**src/hw/rtl/cabm_pkg.sv**
```systemverilog
// Shared types and constants for the cyclic asynchronous buffer manager.
// No dependencies.
`timescale 1ns / 1ps

package cabm_pkg;

  localparam int unsigned NUM_BUFFERS_DEF = 16;
  localparam int unsigned RDR_W           = 8;
  localparam logic [RDR_W-1:0] RDR_MAX    = '1;

  typedef enum logic [1:0] {
    OP_RESERVE = 2'd0,
    OP_PUT     = 2'd1,
    OP_GET     = 2'd2,
    OP_UNGET   = 2'd3
  } cabm_op_e;

  typedef enum logic [1:0] {
    STAT_OK        = 2'd0,
    STAT_EMPTY     = 2'd1,
    STAT_UNDERFLOW = 2'd2,
    STAT_SATURATED = 2'd3
  } cabm_status_e;

endpackage

```
**src/hw/rtl/cabm_store.sv**
```systemverilog
// Link and reader-count memories, registered synchronous read, with per-entry
// valid bits standing in for the reset contents. Depends on cabm_pkg.
`timescale 1ns / 1ps

module cabm_store import cabm_pkg::*; #(
  parameter int unsigned NUM_BUFFERS = NUM_BUFFERS_DEF,
  localparam int unsigned IDX_W = $clog2(NUM_BUFFERS)
) (
  input  logic             clk_i,
  input  logic             rst_ni,
  input  logic             re_i,
  input  logic [IDX_W-1:0] link_raddr_i,
  output logic [IDX_W-1:0] link_rdata_o,
  input  logic [IDX_W-1:0] cnt_raddr_i,
  output logic [RDR_W-1:0] cnt_rdata_o,
  input  logic             link_we_i,
  input  logic [IDX_W-1:0] link_waddr_i,
  input  logic [IDX_W-1:0] link_wdata_i,
  input  logic             cnt_we_i,
  input  logic [IDX_W-1:0] cnt_waddr_i,
  input  logic [RDR_W-1:0] cnt_wdata_i
);

  logic [IDX_W-1:0]   link_mem [NUM_BUFFERS];
  logic [RDR_W-1:0]   cnt_mem  [NUM_BUFFERS];
  logic [NUM_BUFFERS-1:0] link_vld_q, cnt_vld_q;

  logic [IDX_W-1:0] link_mem_q, link_raddr_q, link_dflt;
  logic [RDR_W-1:0] cnt_mem_q;
  logic             link_rvld_q, cnt_rvld_q;

  always_ff @(posedge clk_i) begin
    if (link_we_i) begin
      link_mem[link_waddr_i] <= link_wdata_i;
    end
    if (cnt_we_i) begin
      cnt_mem[cnt_waddr_i] <= cnt_wdata_i;
    end
    if (re_i) begin
      link_mem_q   <= link_mem[link_raddr_i];
      cnt_mem_q    <= cnt_mem[cnt_raddr_i];
      link_raddr_q <= link_raddr_i;
    end
  end

  always_ff @(posedge clk_i or negedge rst_ni) begin
    if (!rst_ni) begin
      link_vld_q  <= '0;
      cnt_vld_q   <= '0;
      link_rvld_q <= 1'b0;
      cnt_rvld_q  <= 1'b0;
    end else begin
      if (re_i) begin
        link_rvld_q <= link_vld_q[link_raddr_i];
        cnt_rvld_q  <= cnt_vld_q[cnt_raddr_i];
      end
      if (link_we_i) begin
        link_vld_q[link_waddr_i] <= 1'b1;
      end
      if (cnt_we_i) begin
        cnt_vld_q[cnt_waddr_i] <= 1'b1;
      end
    end
  end

  // untouched link entries hold (i + 1) mod N
  assign link_dflt = (link_raddr_q == IDX_W'(NUM_BUFFERS - 1)) ? '0 : link_raddr_q + 1'b1;

  assign link_rdata_o = link_rvld_q ? link_mem_q : link_dflt;
  assign cnt_rdata_o  = cnt_rvld_q ? cnt_mem_q : '0;

endmodule

```
**src/hw/rtl/cyclic_async_buffer_manager.sv**
```systemverilog
// Cyclic asynchronous buffer manager: free list, reader counts, latest index.
// The result strobe is high in the cycle after start is taken.
// A new word waits for the read then write-back of the link and reader-count
// memories of the last one. busy_o is high during the write-back cycle.
// Reset: buffer 0 latest, buffers 1..N-1 free; ready to accept at once.
// The receiver cannot stall: results are held for exactly one cycle.
`timescale 1ns / 1ps

module cyclic_async_buffer_manager import cabm_pkg::*; #(
  parameter int unsigned NUM_BUFFERS = NUM_BUFFERS_DEF
) (
  input  logic       clk_i,
  input  logic       rst_ni,
  input  logic       start_i,
  output logic       busy_o,
  input  logic [1:0] opcode_i,
  input  logic [3:0] buffer_index_i,
  output logic       valid_o,
  output logic [3:0] result_index_o,
  output logic [1:0] status_o,
  output logic [3:0] free_buffers_o
);

  localparam int unsigned IDX_W = $clog2(NUM_BUFFERS);

  typedef enum logic {
    S_IDLE,
    S_EXEC
  } state_e;

  state_e state_q;

  logic [IDX_W-1:0] latest_q, latest_d, head_q, head_d, total_q, total_d;
  cabm_op_e         op_q;
  logic [IDX_W-1:0] b_q;
  logic             in_range_q;

  logic             accept;
  logic [31:0]      b_wide;
  logic [IDX_W-1:0] b_in;
  logic             in_range_in;

  logic [IDX_W-1:0] link_rdata;
  logic [RDR_W-1:0] cnt_rdata;
  logic             link_we, cnt_we, cnt_we_exec;
  logic [IDX_W-1:0] link_waddr, link_wdata, cnt_waddr;
  logic [RDR_W-1:0] cnt_wdata;

  logic [IDX_W-1:0] res;
  cabm_status_e     stat;
  logic             push;
  logic [IDX_W-1:0] push_idx;
  logic [31:0]      res_wide, total_wide;

  assign accept      = start_i && (state_q == S_IDLE);
  assign b_wide      = 32'(buffer_index_i);
  assign b_in        = b_wide[IDX_W-1:0];
  assign in_range_in = b_wide < NUM_BUFFERS;

  cabm_store #(
    .NUM_BUFFERS(NUM_BUFFERS)
  ) u_store (
    .clk_i,
    .rst_ni,
    .re_i         (accept),
    .link_raddr_i (head_q),
    .link_rdata_o (link_rdata),
    .cnt_raddr_i  ((cabm_op_e'(opcode_i) == OP_UNGET) ? b_in : latest_q),
    .cnt_rdata_o  (cnt_rdata),
    .link_we_i    (link_we),
    .link_waddr_i (link_waddr),
    .link_wdata_i (link_wdata),
    .cnt_we_i     (cnt_we_exec),
    .cnt_waddr_i  (cnt_waddr),
    .cnt_wdata_i  (cnt_wdata)
  );

  always_comb begin
    res       = '0;
    stat      = STAT_OK;
    latest_d  = latest_q;
    head_d    = head_q;
    total_d   = total_q;
    push      = 1'b0;
    push_idx  = latest_q;
    cnt_we    = 1'b0;
    cnt_waddr = latest_q;
    cnt_wdata = cnt_rdata;
    case (op_q)
      OP_RESERVE: begin
        if (total_q == '0) begin
          stat = STAT_EMPTY;
        end else begin
          res     = head_q;
          head_d  = link_rdata;
          total_d = total_q - 1'b1;
        end
      end
      OP_PUT: begin
        if (in_range_q && b_q != latest_q) begin
          push     = (cnt_rdata == '0);
          push_idx = latest_q;
          latest_d = b_q;
        end
      end
      OP_GET: begin
        res = latest_q;
        if (cnt_rdata == RDR_MAX) begin
          stat = STAT_SATURATED;
        end else begin
          cnt_we    = 1'b1;
          cnt_wdata = cnt_rdata + 1'b1;
        end
      end
      OP_UNGET: begin
        if (in_range_q) begin
          if (cnt_rdata == '0) begin
            stat = STAT_UNDERFLOW;
          end else begin
            cnt_we    = 1'b1;
            cnt_waddr = b_q;
            cnt_wdata = cnt_rdata - 1'b1;
            push      = (cnt_rdata == RDR_W'(1)) && (b_q != latest_q);
            push_idx  = b_q;
          end
        end
      end
      default: ;
    endcase
    if (push) begin
      head_d = push_idx;
      if (total_q != IDX_W'(NUM_BUFFERS - 1)) begin
        total_d = total_q + 1'b1;
      end
    end
  end

  assign link_we    = (state_q == S_EXEC) && push;
  assign link_waddr = push_idx;
  assign link_wdata = head_q;

  assign busy_o         = (state_q == S_EXEC);
  assign valid_o        = (state_q == S_EXEC);
  assign res_wide       = 32'(res);
  assign total_wide     = 32'(total_d);
  assign result_index_o = res_wide[3:0];
  assign status_o       = stat;
  assign free_buffers_o = total_wide[3:0];

  always_ff @(posedge clk_i or negedge rst_ni) begin
    if (!rst_ni) begin
      state_q  <= S_IDLE;
      latest_q <= '0;
      head_q   <= IDX_W'(1 % NUM_BUFFERS);
      total_q  <= IDX_W'(NUM_BUFFERS - 1);
    end else begin
      case (state_q)
        S_IDLE: begin
          if (accept) begin
            state_q <= S_EXEC;
          end
        end
        S_EXEC: begin
          state_q  <= S_IDLE;
          latest_q <= latest_d;
          head_q   <= head_d;
          total_q  <= total_d;
        end
        default: state_q <= S_IDLE;
      endcase
    end
  end

  always_ff @(posedge clk_i) begin
    if (accept) begin
      op_q       <= cabm_op_e'(opcode_i);
      b_q        <= b_in;
      in_range_q <= in_range_in;
    end
  end

  // gate the store's write port to the write-back cycle
  assign cnt_we_exec = (state_q == S_EXEC) && cnt_we;

endmodule

```
**config.mk**
```make
export PLATFORM = sky130hd
export DESIGN_NAME = cyclic_async_buffer_manager
export DESIGN_NICKNAME = d
export VERILOG_FILES = /design/src/hw/rtl/cabm_pkg.sv /design/src/hw/rtl/cabm_store.sv /design/src/hw/rtl/cyclic_async_buffer_manager.sv
export SDC_FILE = /design/constraint.sdc
export NUM_CORES = 1
export LEC_CHECK = 0
export ABC_AREA = 0
export BUFFER_PORTS_ARGS = -buffer_cell sky130_fd_sc_hd__buf_2
export CORE_MARGIN = 2
export CORE_UTILIZATION = 40
export CTS_CLUSTER_SIZE = 28
export DETAILED_ROUTE_END_ITERATION = 7
export PLACE_DENSITY_LB_ADDON = 0.3
export REMOVE_ABC_BUFFERS = 1
export SYNTH_ARGS = -nofsm -noshare
export SYNTH_HDL_FRONTEND = slang
export SYNTH_SLANG_ARGS = --single-unit
```
**constraint.sdc**
```tcl
create_clock -name clk_i -period 9.7 [get_ports clk_i]
set_input_delay 1.455 -clock clk_i [delete_from_list [all_inputs] [get_ports clk_i]]
set_output_delay 1.455 -clock clk_i [all_outputs]
set_load 0.02 [all_outputs]
```
# Word level (Yosys, flattened, before mapping)

Memory sizes are Yosys's and may differ from the RTL's. A register that Yosys moved wholly into a read port is not among the register bits.
Index checks and enable logic that the tools add are counted.

Flip-flop bits (word level): 58
Bits in latches: 0
Memory bits (writable): 192
ROM bits: 0
Output and inout bits: 12
Memories: 2

Add/subtract/negate cells: 5
Multiply operators: 0
Div/mod/pow operators: 0
Order comparisons: 5
Equality and inequality tests: 10
Shift-type cells: 0
Mux-type cells: 45
Bitwise operators: 3
Reductions and logical operators: 12

Memories:

| name             | depth | bits a word | rd ports | clocked after Yosys merged registers in | wr ports | RTL line         | source |
|---|---|---|---|---|---|---|---|
| u_store.cnt_mem  | 16    | 8           | 1        | 1                                       | 1        | cabm_store.sv:25 | `logic [RDR_W-1:0] cnt_mem [NUM_BUFFERS];` |
| u_store.link_mem | 16    | 4           | 1        | 1                                       | 1        | cabm_store.sv:24 | `logic [IDX_W-1:0] link_mem [NUM_BUFFERS];` |

Operators with widths:

| operator                                                           | count |
|---|---|
| two-way mux 4 bit                                                  | 14 |
| two-way mux 8 bit                                                  | 4 |
| OR 16 bit                                                          | 2 |
| < comparator 4 x 5 -> 1 bit (second input constant)                | 4 |
| case mux 8 bit (2 select lines)                                    | 1 |
| two-way mux 1 bit                                                  | 15 |
| adder 4 x 1 -> 4 bit (second input constant)                       | 2 |
| adder 8 x 1 -> 8 bit (second input constant)                       | 1 |
| binary-select mux 1 bit (select 4 bit)                             | 2 |
| == test 8 x 1 -> 1 bit (second input constant)                     | 1 |
| == test 8 bit (second input constant)                              | 1 |
| logical NOT 8 bit                                                  | 1 |
| case mux 4 bit (2 select lines)                                    | 1 |
| subtractor 8 x 1 -> 8 bit (second input constant)                  | 1 |
| == test 2 bit (second input constant)                              | 3 |
| logical AND 1 bit                                                  | 6 |
| two-way mux 2 bit                                                  | 3 |
| case mux 1 bit (2 select lines)                                    | 3 |
| case mux 2 bit (3 select lines)                                    | 1 |
| AND reduction 3 bit                                                | 2 |
| demux 1 bit (select 4 bit)                                         | 1 |
| == test 4 bit (second input constant)                              | 1 |
| greater-or-equal comparator 4 x 1 -> 1 bit (second input constant) | 1 |
| logical NOT 4 bit                                                  | 1 |
| other kinds (8)                                                    | 8 |

# Depth between registers and ports, before layout

Gate-level depths: netlist (run 1).

Depth in word-level cells: 10
Depth in mapped cells: 10
Depth with buffers taken out: 7

# By module

A second synthesis (run 1) with hierarchy kept.

Cells, all modules: 655
Area total of the unflattened synthesis: 11,477.3 µm²

By module, submodules not included:

| module                      | times used | cells an instance | area an instance (µm²) | sequential area each (µm²) |
|---|---|---|---|---|
| cabm_store                  | 1          | 434               | 9,539.1                | 7,096.8 |
| cyclic_async_buffer_manager | 1          | 221               | 1,938.1                | 511.7 |

# Least setup slack after synthesis (run 1)

Ideal clock, no wire load.

Path kind: register -> output
Start point: register u_store.cnt_rvld_q
End point: output free_buffers_o[3]
Data arrival time: 2.407 ns
Data required time: 8.245 ns
Setup slack: 5.838 ns
Cell stages (with the launch flop): 10
Path through: dfrtp_1 > buf_2 > nand2_1 > ha_1 > clkbuf_1 > a2111o_1 > a211oi_4 > buf_4 > nor2_1 > a21oi_1

Longest elaborated chain between the ends: 7
Elaborated cells on any way between the ends: 9

RTL lines:

| element                           | RTL line                           | source |
|---|---|---|
| from (decl)                       | cabm_store.sv:30                   | `logic link_rvld_q, cnt_rvld_q;` |
| from (signal assigned)            | cabm_store.sv:55                   | `cnt_rvld_q <= cnt_vld_q[cnt_raddr_i];` |
| two-way mux 8 bit *               | cabm_store.sv:70                   | `assign cnt_rdata_o = cnt_rvld_q ? cnt_mem_q : '0;` |
| == test 8 x 1 -> 1 bit            | cyclic_async_buffer_manager.sv:123 | `push = (cnt_rdata == RDR_W'(1)) && (b_q != latest_q);` |
| logical AND 1 bit                 | cyclic_async_buffer_manager.sv:123 |  |
| two-way mux 1 bit                 | cyclic_async_buffer_manager.sv:117 | `if (cnt_rdata == '0) begin` |
| two-way mux 1 bit                 | cyclic_async_buffer_manager.sv:116 | `if (in_range_q) begin` |
| case mux 1 bit (2 select lines) * | cyclic_async_buffer_manager.sv:89  | `case (op_q)` |
| two-way mux 4 bit *               | cyclic_async_buffer_manager.sv:130 | `if (push) begin` |
| to (decl)                         | cyclic_async_buffer_manager.sv:21  | `output logic [3:0] free_buffers_o` |

Mark *: on every way between the ends. The rest lies on a longest branch, timed or not.

# Final worst setup path (run 1)

Start point: register u_store.cnt_rvld_q
End point: output free_buffers_o[2]

Same word-level chain as after synthesis.

==> impl_results.rst, run 1 <==
.. list-table::
   :header-rows: 1

   * - Metric
     - Value
   * - Antenna Cells
     - 0
   * - Grt met2 use
     - a little over a quarter
   * - Result of the run
     - finished, final reports clean
   * - Hold-fix buffer count after cts
     - 0
   * - Synth Area per Inst
     - 15.0 um^2
   * - Die boundary height
     - 174 um
   * - Crit Path Max Fanout
     - 21
   * - Final antenna-violating net count
     - 0
   * - Launch point of the worst path
     - u_store.cnt_rvld_q
   * - HPWL reported at the end of detailed placement
     - 16700 um
   * - Cell depth of the worst hold path
     - 1
   * - Synth Flop Type
     - sky130_fd_sc_hd__edfxtp_1
   * - Placed inst area
     - 12000 um^2
   * - Post-layout worst setup margin
     - approximately 4.4 ns
   * - Layout Cells excl Fill
     - roughly 1200
   * - Area share of the largest cell type after synthesis
     - 55.5%
   * - Capturing element of the worst setup path
     - free_buffers_o[2]
   * - Routed vias
     - between 6000 and 7000
   * - Critical R2R Launch
     - u_store.cnt_rvld_q
   * - CP Capture Type
     - primary output
   * - Cell at the root of the clock tree
     - sky130_fd_sc_hd__clkbuf_16
   * - Reg-to-reg slack, setup
     - between 5 and 6 ns
   * - Leftover overflow at the end of global routing
     - 0
   * - Flip-flop and latch count after synthesis
     - ~260
   * - CTS tree
     - built
   * - Number of failing setup endpoints in the final timing report
     - 0
   * - Post-CTS setup-driven buffer insertion count
     - 0
   * - # Max-Cap Violations
     - 0
   * - Wire length of the first global-routing pass
     - a little over 40000 um
   * - Synthesized instance count
     - just under 800
   * - Synth area leaders
     - sky130_fd_sc_hd__edfxtp_1, sky130_fd_sc_hd__dfrtp_1, sky130_fd_sc_hd__mux4_2
   * - EDFF count, synth
     - ~210
   * - Share of post-route cells with drive strength above 1
     - roughly a fifth
   * - Core ar.
     - roughly 29000 um^2
   * - Total power density per cell area
     - ~270 nW/um^2
   * - Ratio of final minimum period to clock period
     - between 50 and 60%
   * - H-tree depth
     - 1
   * - Most used cells in the layout excluding fill and tap cells
     - sky130_fd_sc_hd__edfxtp_1, sky130_fd_sc_hd__nor2_1, sky130_fd_sc_hd__dfrtp_1
   * - Final standard cell area without fillers
     - 13000 um^2
   * - Number of failing hold endpoints at the final stage
     - 0
   * - Post-Route WL
     - 26400 um
   * - Core Rows
     - 62
   * - Post-cts repair resize count
     - 0
   * - Maximum count of clock buffers along a single path
     - 3
   * - Startpoint type of the worst setup path
     - flip-flop
   * - RSZ-0062 raised after global routing
     - false
   * - Vias/cell
     - about 6
   * - Number of buffers inserted during clock tree synthesis
     - 26
   * - Clock Skews
     - ~0.017 ns
   * - Worst-case vdd ir drop
     - 0.112 mV
   * - Yosys top cell by area
     - sky130_fd_sc_hd__edfxtp_1
   * - Met3 demand-to-capacity share in global routing
     - 2.45%
   * - Crit path time final
     - approximately 5.3 ns
   * - Sequential share of the synthesized area
     - 65.7%
   * - Fmax
     - 0.188 GHz
   * - Synth unique cells
     - 73
   * - Slew of the pin with the lowest slew margin
     - 1.27 ns
   * - Net count of the finished layout
     - 793
   * - I/O pins
     - 21
   * - Count of warnings emitted by yosys
     - 0
   * - Final Slew Violations
     - 0
   * - Data required time of the worst path
     - 8.25 ns
   * - Worst Path Class, Setup
     - reg -> out
   * - FFs w/ async S/R, synth
     - 18.0%
   * - Busiest layer in global routing
     - met2
   * - Number of placed cells counting well taps
     - approximately 1100
   * - Antenna violations before repair
     - 0
   * - Reg-to-reg endpoint
     - u_store.cnt_mem[3][4]
   * - Starting density of the core
     - 40.4%
   * - Pin count of the biggest net entering global routing
     - 48
   * - Worst-case reg-to-reg path depth
     - 7
   * - Clk Latency, worst-skew pair
     - approximately 0.54 ns
   * - Detailed Routing Iterations Pass 1
     - 5
   * - Via count of the first global-routing pass
     - 6866
   * - Most frequent standard cell in the layout excluding fill and tap cells
     - sky130_fd_sc_hd__edfxtp_1
   * - Avg WL per Cell
     - approximately 22 um
   * - Remaining max-slew budget at the tightest pin
     - between 15 and 20%
   * - Clk sink count
     - roughly 260
   * - PortBufs
     - 20
   * - Post-Place Setup Slack
     - 4.98 ns
   * - Kind of path behind the tightest hold check
     - reg -> reg
   * - Post-synthesis instance area
     - 11600 um^2
   * - Post-Route Setup TNS
     - 0 ns
   * - Die area
     - ~30000 um^2
   * - Detailed Route Iter0 Violations
     - 793
   * - Met1 usage in global routing
     - between 20% and 30%
   * - X dimension of the die
     - between 150 and 200 um
   * - Worst-path clk slew
     - ~0.07 ns
   * - Leak pwr
     - 4.39 nW
   * - Area growth from synthesis to layout
     - 12.2%
   * - Aggregate global-route resource usage
     - ~18%
   * - Worst endpoint data arrival time
     - around 3.9 ns
   * - Gpl congestion
     - roughly 0.81
   * - DRC violations left
     - 0
[critical path, cell delays in order, from the launching register on]
cell and delay, ns:
sky130_fd_sc_hd__dfrtp_1 0.73, sky130_fd_sc_hd__nand2_1 0.27, sky130_fd_sc_hd__ha_1 0.38, sky130_fd_sc_hd__a2111o_1 0.49, sky130_fd_sc_hd__a211oi_4 0.72, sky130_fd_sc_hd__mux2_1 0.41, sky130_fd_sc_hd__a21o_1 0.17, sky130_fd_sc_hd__buf_2 0.15
[sequential cells by signal (all words and copies together), names as in the netlist]
signal	cells
b_q	4
busy_o	1
head_q	4
latest_q	4
op_q	2
total_q	4
u_store.cnt_mem	128
u_store.cnt_mem_q	8
u_store.cnt_rvld_q	1
u_store.cnt_vld_q	16
u_store.link_mem	64
u_store.link_mem_q	4
u_store.link_raddr_q	4
u_store.link_rvld_q	1
u_store.link_vld_q	16
[how the worst min path moves through the flow]
stage,start,endpoint
2_1_floorplan,u_store.cnt_vld_q[11],u_store.cnt_vld_q[11]
3_5_place_dp,u_store.link_vld_q[7],u_store.link_vld_q[7]
5_1_grt,u_store.cnt_vld_q[5],u_store.cnt_vld_q[5]
3_3_place_gp,u_store.link_vld_q[13],u_store.link_vld_q[13]
4_1_cts,u_store.link_vld_q[7],u_store.link_vld_q[7]
6_report,u_store.link_vld_q[7],u_store.link_vld_q[7]
[layer usage]
metal	wire length, um	share of wire, %
met1	12500	47
met2	12000	45
met3	1430	5.4
met4	497	1.9
met5	0	0
[cells in the mapped netlist, drive strengths merged (5+ instances only)]
| library cell | number |
|---|---|
| a2111oi | 33 |
| a211oi | 7 |
| a21oi | 12 |
| a22o | 6 |
| a22oi | 5 |
| a311oi | 7 |
| a31oi | 5 |
| and3 | 40 |
| buf | 18 |
| clkbuf | 39 |
| dfrtp | 42 |
| dfstp | 5 |
| edfxtp | 214 |
| inv | 11 |
| mux2 | 10 |
| mux2i | 8 |
| mux4 | 41 |
| nand2 | 35 |
| nand2b | 7 |
| nand3 | 30 |
| nor2 | 52 |
| nor2b | 5 |
| nor3 | 6 |
| nor3b | 5 |
| o211ai | 7 |
| o21ai | 16 |
| o21bai | 32 |
| or4 | 11 |
| xor2 | 6 |
[kinds of logic after synthesis]
group / share of synthesized area (%)
simple gates: 9.65
buf+inv: 2.41
mux: 9.74
compound gates: 11.3
fa+ha+maj: 0.432
xor+xnor: 0.756
flops: 65.7
[through the flow]
step | power [mW] | utilization [%] | hold WS (ns)
5_1_grt | 3.63 | 45.4 | 0.500
4_1_cts | 3.50 | 45.4 | 0.473
3_5_place_dp | 2.41 | 42.1 | 0.459
2_1_floorplan | 2.12 | - | 0.438
3_3_place_gp | 2.39 | 42.1 | 0.454
6_report | 3.47 | 45.4 | 0.464
[where the power goes]
part / leakage (nW) / internal (mW) / switching [mW]
Sequential: 2.55 / 1.43 / 0.167
Clock: 0.456 / 0.664 / 0.428
Combinational: 1.39 / 0.349 / 0.431
Total: 4.39 / 2.45 / 1.03
[cell type report]
cell class / count / area (um^2)
Clock inverter: 17 / 223
Fill cell: 2479 / 15600
Sequential cell: 261 / 7610
Tap cell: 384 / 480
Clock buffer: 31 / 721
Timing Repair Buffer: 35 / 213
Inverter: 11 / 41.3
Multi-Input combinational cell: 445 / 3700
(Power assumes the default switching activity.)
==> run 2, diff against run 1 <==
Clock period 9.7 ns to 4.36 ns, I/O delays scaled along.
==> impl_results.rst, run 2 (synthesis results as in run 1) <==
.. list-table::
   :header-rows: 1

   * - Metric
     - Value
   * - Busiest layer in global routing
     - met1
   * - Final Slew Violations
     - 0 (unchanged)
   * - Slew of the pin with the lowest slew margin
     - 1.08 ns (-0.194 ns)
   * - Cell at the root of the clock tree
     - sky130_fd_sc_hd__clkbuf_16
   * - DRC violations left
     - 0 (unchanged)
   * - Starting density of the core
     - 40.4% (unchanged)
   * - Worst-case reg-to-reg path depth
     - 7 (unchanged)
   * - Gpl congestion
     - 0.851 (+4.9%)
   * - Number of failing setup endpoints in the final timing report
     - 0 (unchanged)
   * - Biggest register
     - u_store.cnt_mem
   * - Flip-flop count of the largest register, all copies and words added
     - 128 (unchanged)
   * - Share of post-route cells with drive strength above 1
     - 20.8% (+1.3 points)
   * - Aggregate global-route resource usage
     - 18.0% (+0.33 points)
   * - Most used cells in the layout excluding fill and tap cells
     - sky130_fd_sc_hd__edfxtp_1, sky130_fd_sc_hd__nor2_1, sky130_fd_sc_hd__dfrtp_1
   * - Worst Path Class, Setup
     - reg -> reg
   * - Leading registers by flop count
     - u_store.cnt_mem: 128 flops, u_store.link_mem: 64 flops
   * - Hold-fix buffer count after cts
     - 0 (unchanged)
   * - Met1 usage in global routing
     - 27.2% (+0.51 points)
   * - PortBufs
     - 20 (unchanged)
   * - Core ar.
     - 28600 um^2 (unchanged)
   * - Clk Latency, worst-skew pair
     - 0.53 ns (about the same)
   * - Vias/cell
     - 5.77 (-1.8%)
   * - Final antenna-violating net count
     - 0 (unchanged)
   * - Most frequent standard cell in the layout excluding fill and tap cells
     - sky130_fd_sc_hd__edfxtp_1
   * - H-tree depth
     - 1 (unchanged)
   * - Avg WL per Cell
     - 22.2 um (-0.20%)
   * - Post-Route Hold Slack
     - 0.150 ns (-0.315 ns)
   * - Data required time of the worst path
     - 4.52 ns (-3.73 ns)
   * - Number of placed cells counting well taps
     - 1158 (+1.9%)
   * - Critical R2R Launch
     - u_store.cnt_mem_q[0]
   * - Number of failing hold endpoints at the final stage
     - 0 (unchanged)
   * - Leftover overflow at the end of global routing
     - 0 (unchanged)
   * - Crit path time final
     - ~3.6 ns
   * - Startpoint type of the worst setup path
     - flip-flop
   * - Area growth from synthesis to layout
     - 13.2%
   * - Post-Place Setup Slack
     - 0.761 ns (-4.22 ns)
   * - Total power density per cell area
     - 586 nW/um^2 (+120%)
   * - Post-Route WL
     - 26800 um (+1.7%)
   * - CTS tree
     - built
   * - Remaining max-slew budget at the tightest pin
     - 28.1% (+13 points)
   * - Kind of path behind the tightest hold check
     - in -> async
   * - X dimension of the die
     - 174 um (unchanged)
   * - HPWL reported at the end of detailed placement
     - 17400 um (+4.1%)
   * - Clk sink count
     - 261 (unchanged)
   * - Post-CTS setup-driven buffer insertion count
     - 0 (unchanged)
   * - Worst-path clk slew
     - 0.06 ns (about the same)
   * - Ratio of final minimum period to clock period
     - approximately 83%
   * - Detailed Route Iter0 Violations
     - 859 (+8.3%)
   * - Fill cells
     - 2467 (-0.48%)
   * - Antenna violations before repair
     - 0 (unchanged)
   * - Layout Cells excl Fill
     - 1206 (+1.9%)
   * - Met3 demand-to-capacity share in global routing
     - 2.58% (+0.13 points)
   * - I/O pins
     - 21 (unchanged)
   * - Result of the run
     - finished, final reports clean
   * - Die area
     - 30300 um^2 (unchanged)
   * - Reg-to-reg endpoint
     - u_store.cnt_mem[7][4]
   * - Antenna Cells
     - 0 (unchanged)
   * - Routed vias
     - 6955 (+0.029%)
   * - Reg-to-reg slack, setup
     - 0.73 ns (-4.68 ns)
   * - Post-Route Setup TNS
     - 0 ns (unchanged)
   * - Crit Path Max Fanout
     - 12 (-43%)
   * - Pin count of the biggest net entering global routing
     - 39 (-19%)
   * - Fmax
     - 0.276 GHz
   * - Die boundary height
     - 174 um (unchanged)
   * - Via count of the first global-routing pass
     - 6906 (+0.58%)
   * - Grt met2 use
     - 27.2% (+0.18 points)
   * - Detailed Routing Iterations Pass 1
     - 5 (unchanged)
   * - Post-layout worst setup margin
     - 0.733 ns (-3.66 ns)
   * - Leak pwr
     - 4.48 nW (+2.1%)
   * - RSZ-0062 raised after global routing
     - false
   * - Maximum count of clock buffers along a single path
     - 3 (unchanged)
   * - Number of buffers inserted during clock tree synthesis
     - 26 (unchanged)
   * - Post-cts repair resize count
     - 0 (unchanged)
   * - # Max-Cap Violations
     - 0 (unchanged)
   * - Net count of the finished layout
     - 815 (+2.8%)
   * - Wire length of the first global-routing pass
     - 42400 um (+2.6%)
   * - Clock Skews
     - 0.0140 ns (-0.00265 ns)
   * - Worst-case vdd ir drop
     - 0.272 mV (+140%)
   * - Core Rows
     - 62 (unchanged)
   * - CP Capture Type
     - flip-flop
   * - Worst endpoint data arrival time
     - 3.78 ns (-0.08 ns)
run 2: cell types whose count changed in the layout (fill, tap and decap cells not counted), sizes merged:
cell,delta
buf,+22
clkbuf,+4
clkinvlp,-3
bufinv,-2
inv,+1
run 2: worst max-delay path by stage:
| stage | endpoint | cells past startpoint | startpoint |
|---|---|---|---|
| floorplan | free_buffers_o[2] | 6 | u_store.cnt_rvld_q |
| global placement | u_store.cnt_mem[7][4] | 7 | u_store.cnt_mem_q[0] |
| detailed placement | u_store.cnt_mem[7][1] | 7 | u_store.cnt_mem_q[0] |
| CTS | free_buffers_o[2] | 8 | u_store.cnt_mem_q[1] |
| global route | u_store.cnt_mem[4][5] | 7 | u_store.cnt_mem_q[0] |
| finish | u_store.cnt_mem[7][4] | 7 | u_store.cnt_mem_q[0] |
run 2: critical path, stage by stage (launching register included):
cell,delay (ns)
sky130_fd_sc_hd__edfxtp_1,0.43
sky130_fd_sc_hd__nand2_1,0.20
sky130_fd_sc_hd__ha_1,0.38
sky130_fd_sc_hd__nor2b_1,0.25
sky130_fd_sc_hd__a311o_1,0.56
sky130_fd_sc_hd__mux2i_2,0.52
sky130_fd_sc_hd__nand3_2,0.29
sky130_fd_sc_hd__nor2_1,0.64
run 2: cell type report:
cell class | count | area (um^2) | area share, %
Clock inverter | 13 | 148 | 1.13
Inverter | 11 | 41.3 | 0.315
Clock buffer | 35 | 746 | 5.69
Timing Repair Buffer | 57 | 378 | 2.88
Tap cell | 384 | 480 | 3.67
Sequential cell | 261 | 7610 | 58.1
Multi-Input combinational cell | 445 | 3700 | 28.3
run 2: per-stage QoR:
| stage | total power [mW] | utilization, % | instance area (um^2) |
|---|---|---|---|
| after global placement | 5.42 | 42.7 | 12200 |
| final | 7.69 | 45.8 | 13100 |
| after CTS | 7.74 | 45.8 | 13100 |
| after global routing | 8.03 | 45.8 | 13100 |
| after floorplan | 4.72 | - | 11300 |
| after detailed placement | 5.44 | 42.7 | 12200 |
run 2: per-layer routing:
metal | wire length [um] | part of all wire (%)
met1 | 12600 | 47
met2 | 12000 | 45
met3 | 1650 | 6.2
met4 | 578 | 2.2
met5 | 0 | 0
run 2: power by group:
part	internal, mW	switching, mW	total (mW)
sequential	3.19	0.243	3.43
clock	1.38	0.914	2.29
combinational	0.813	1.15	1.97
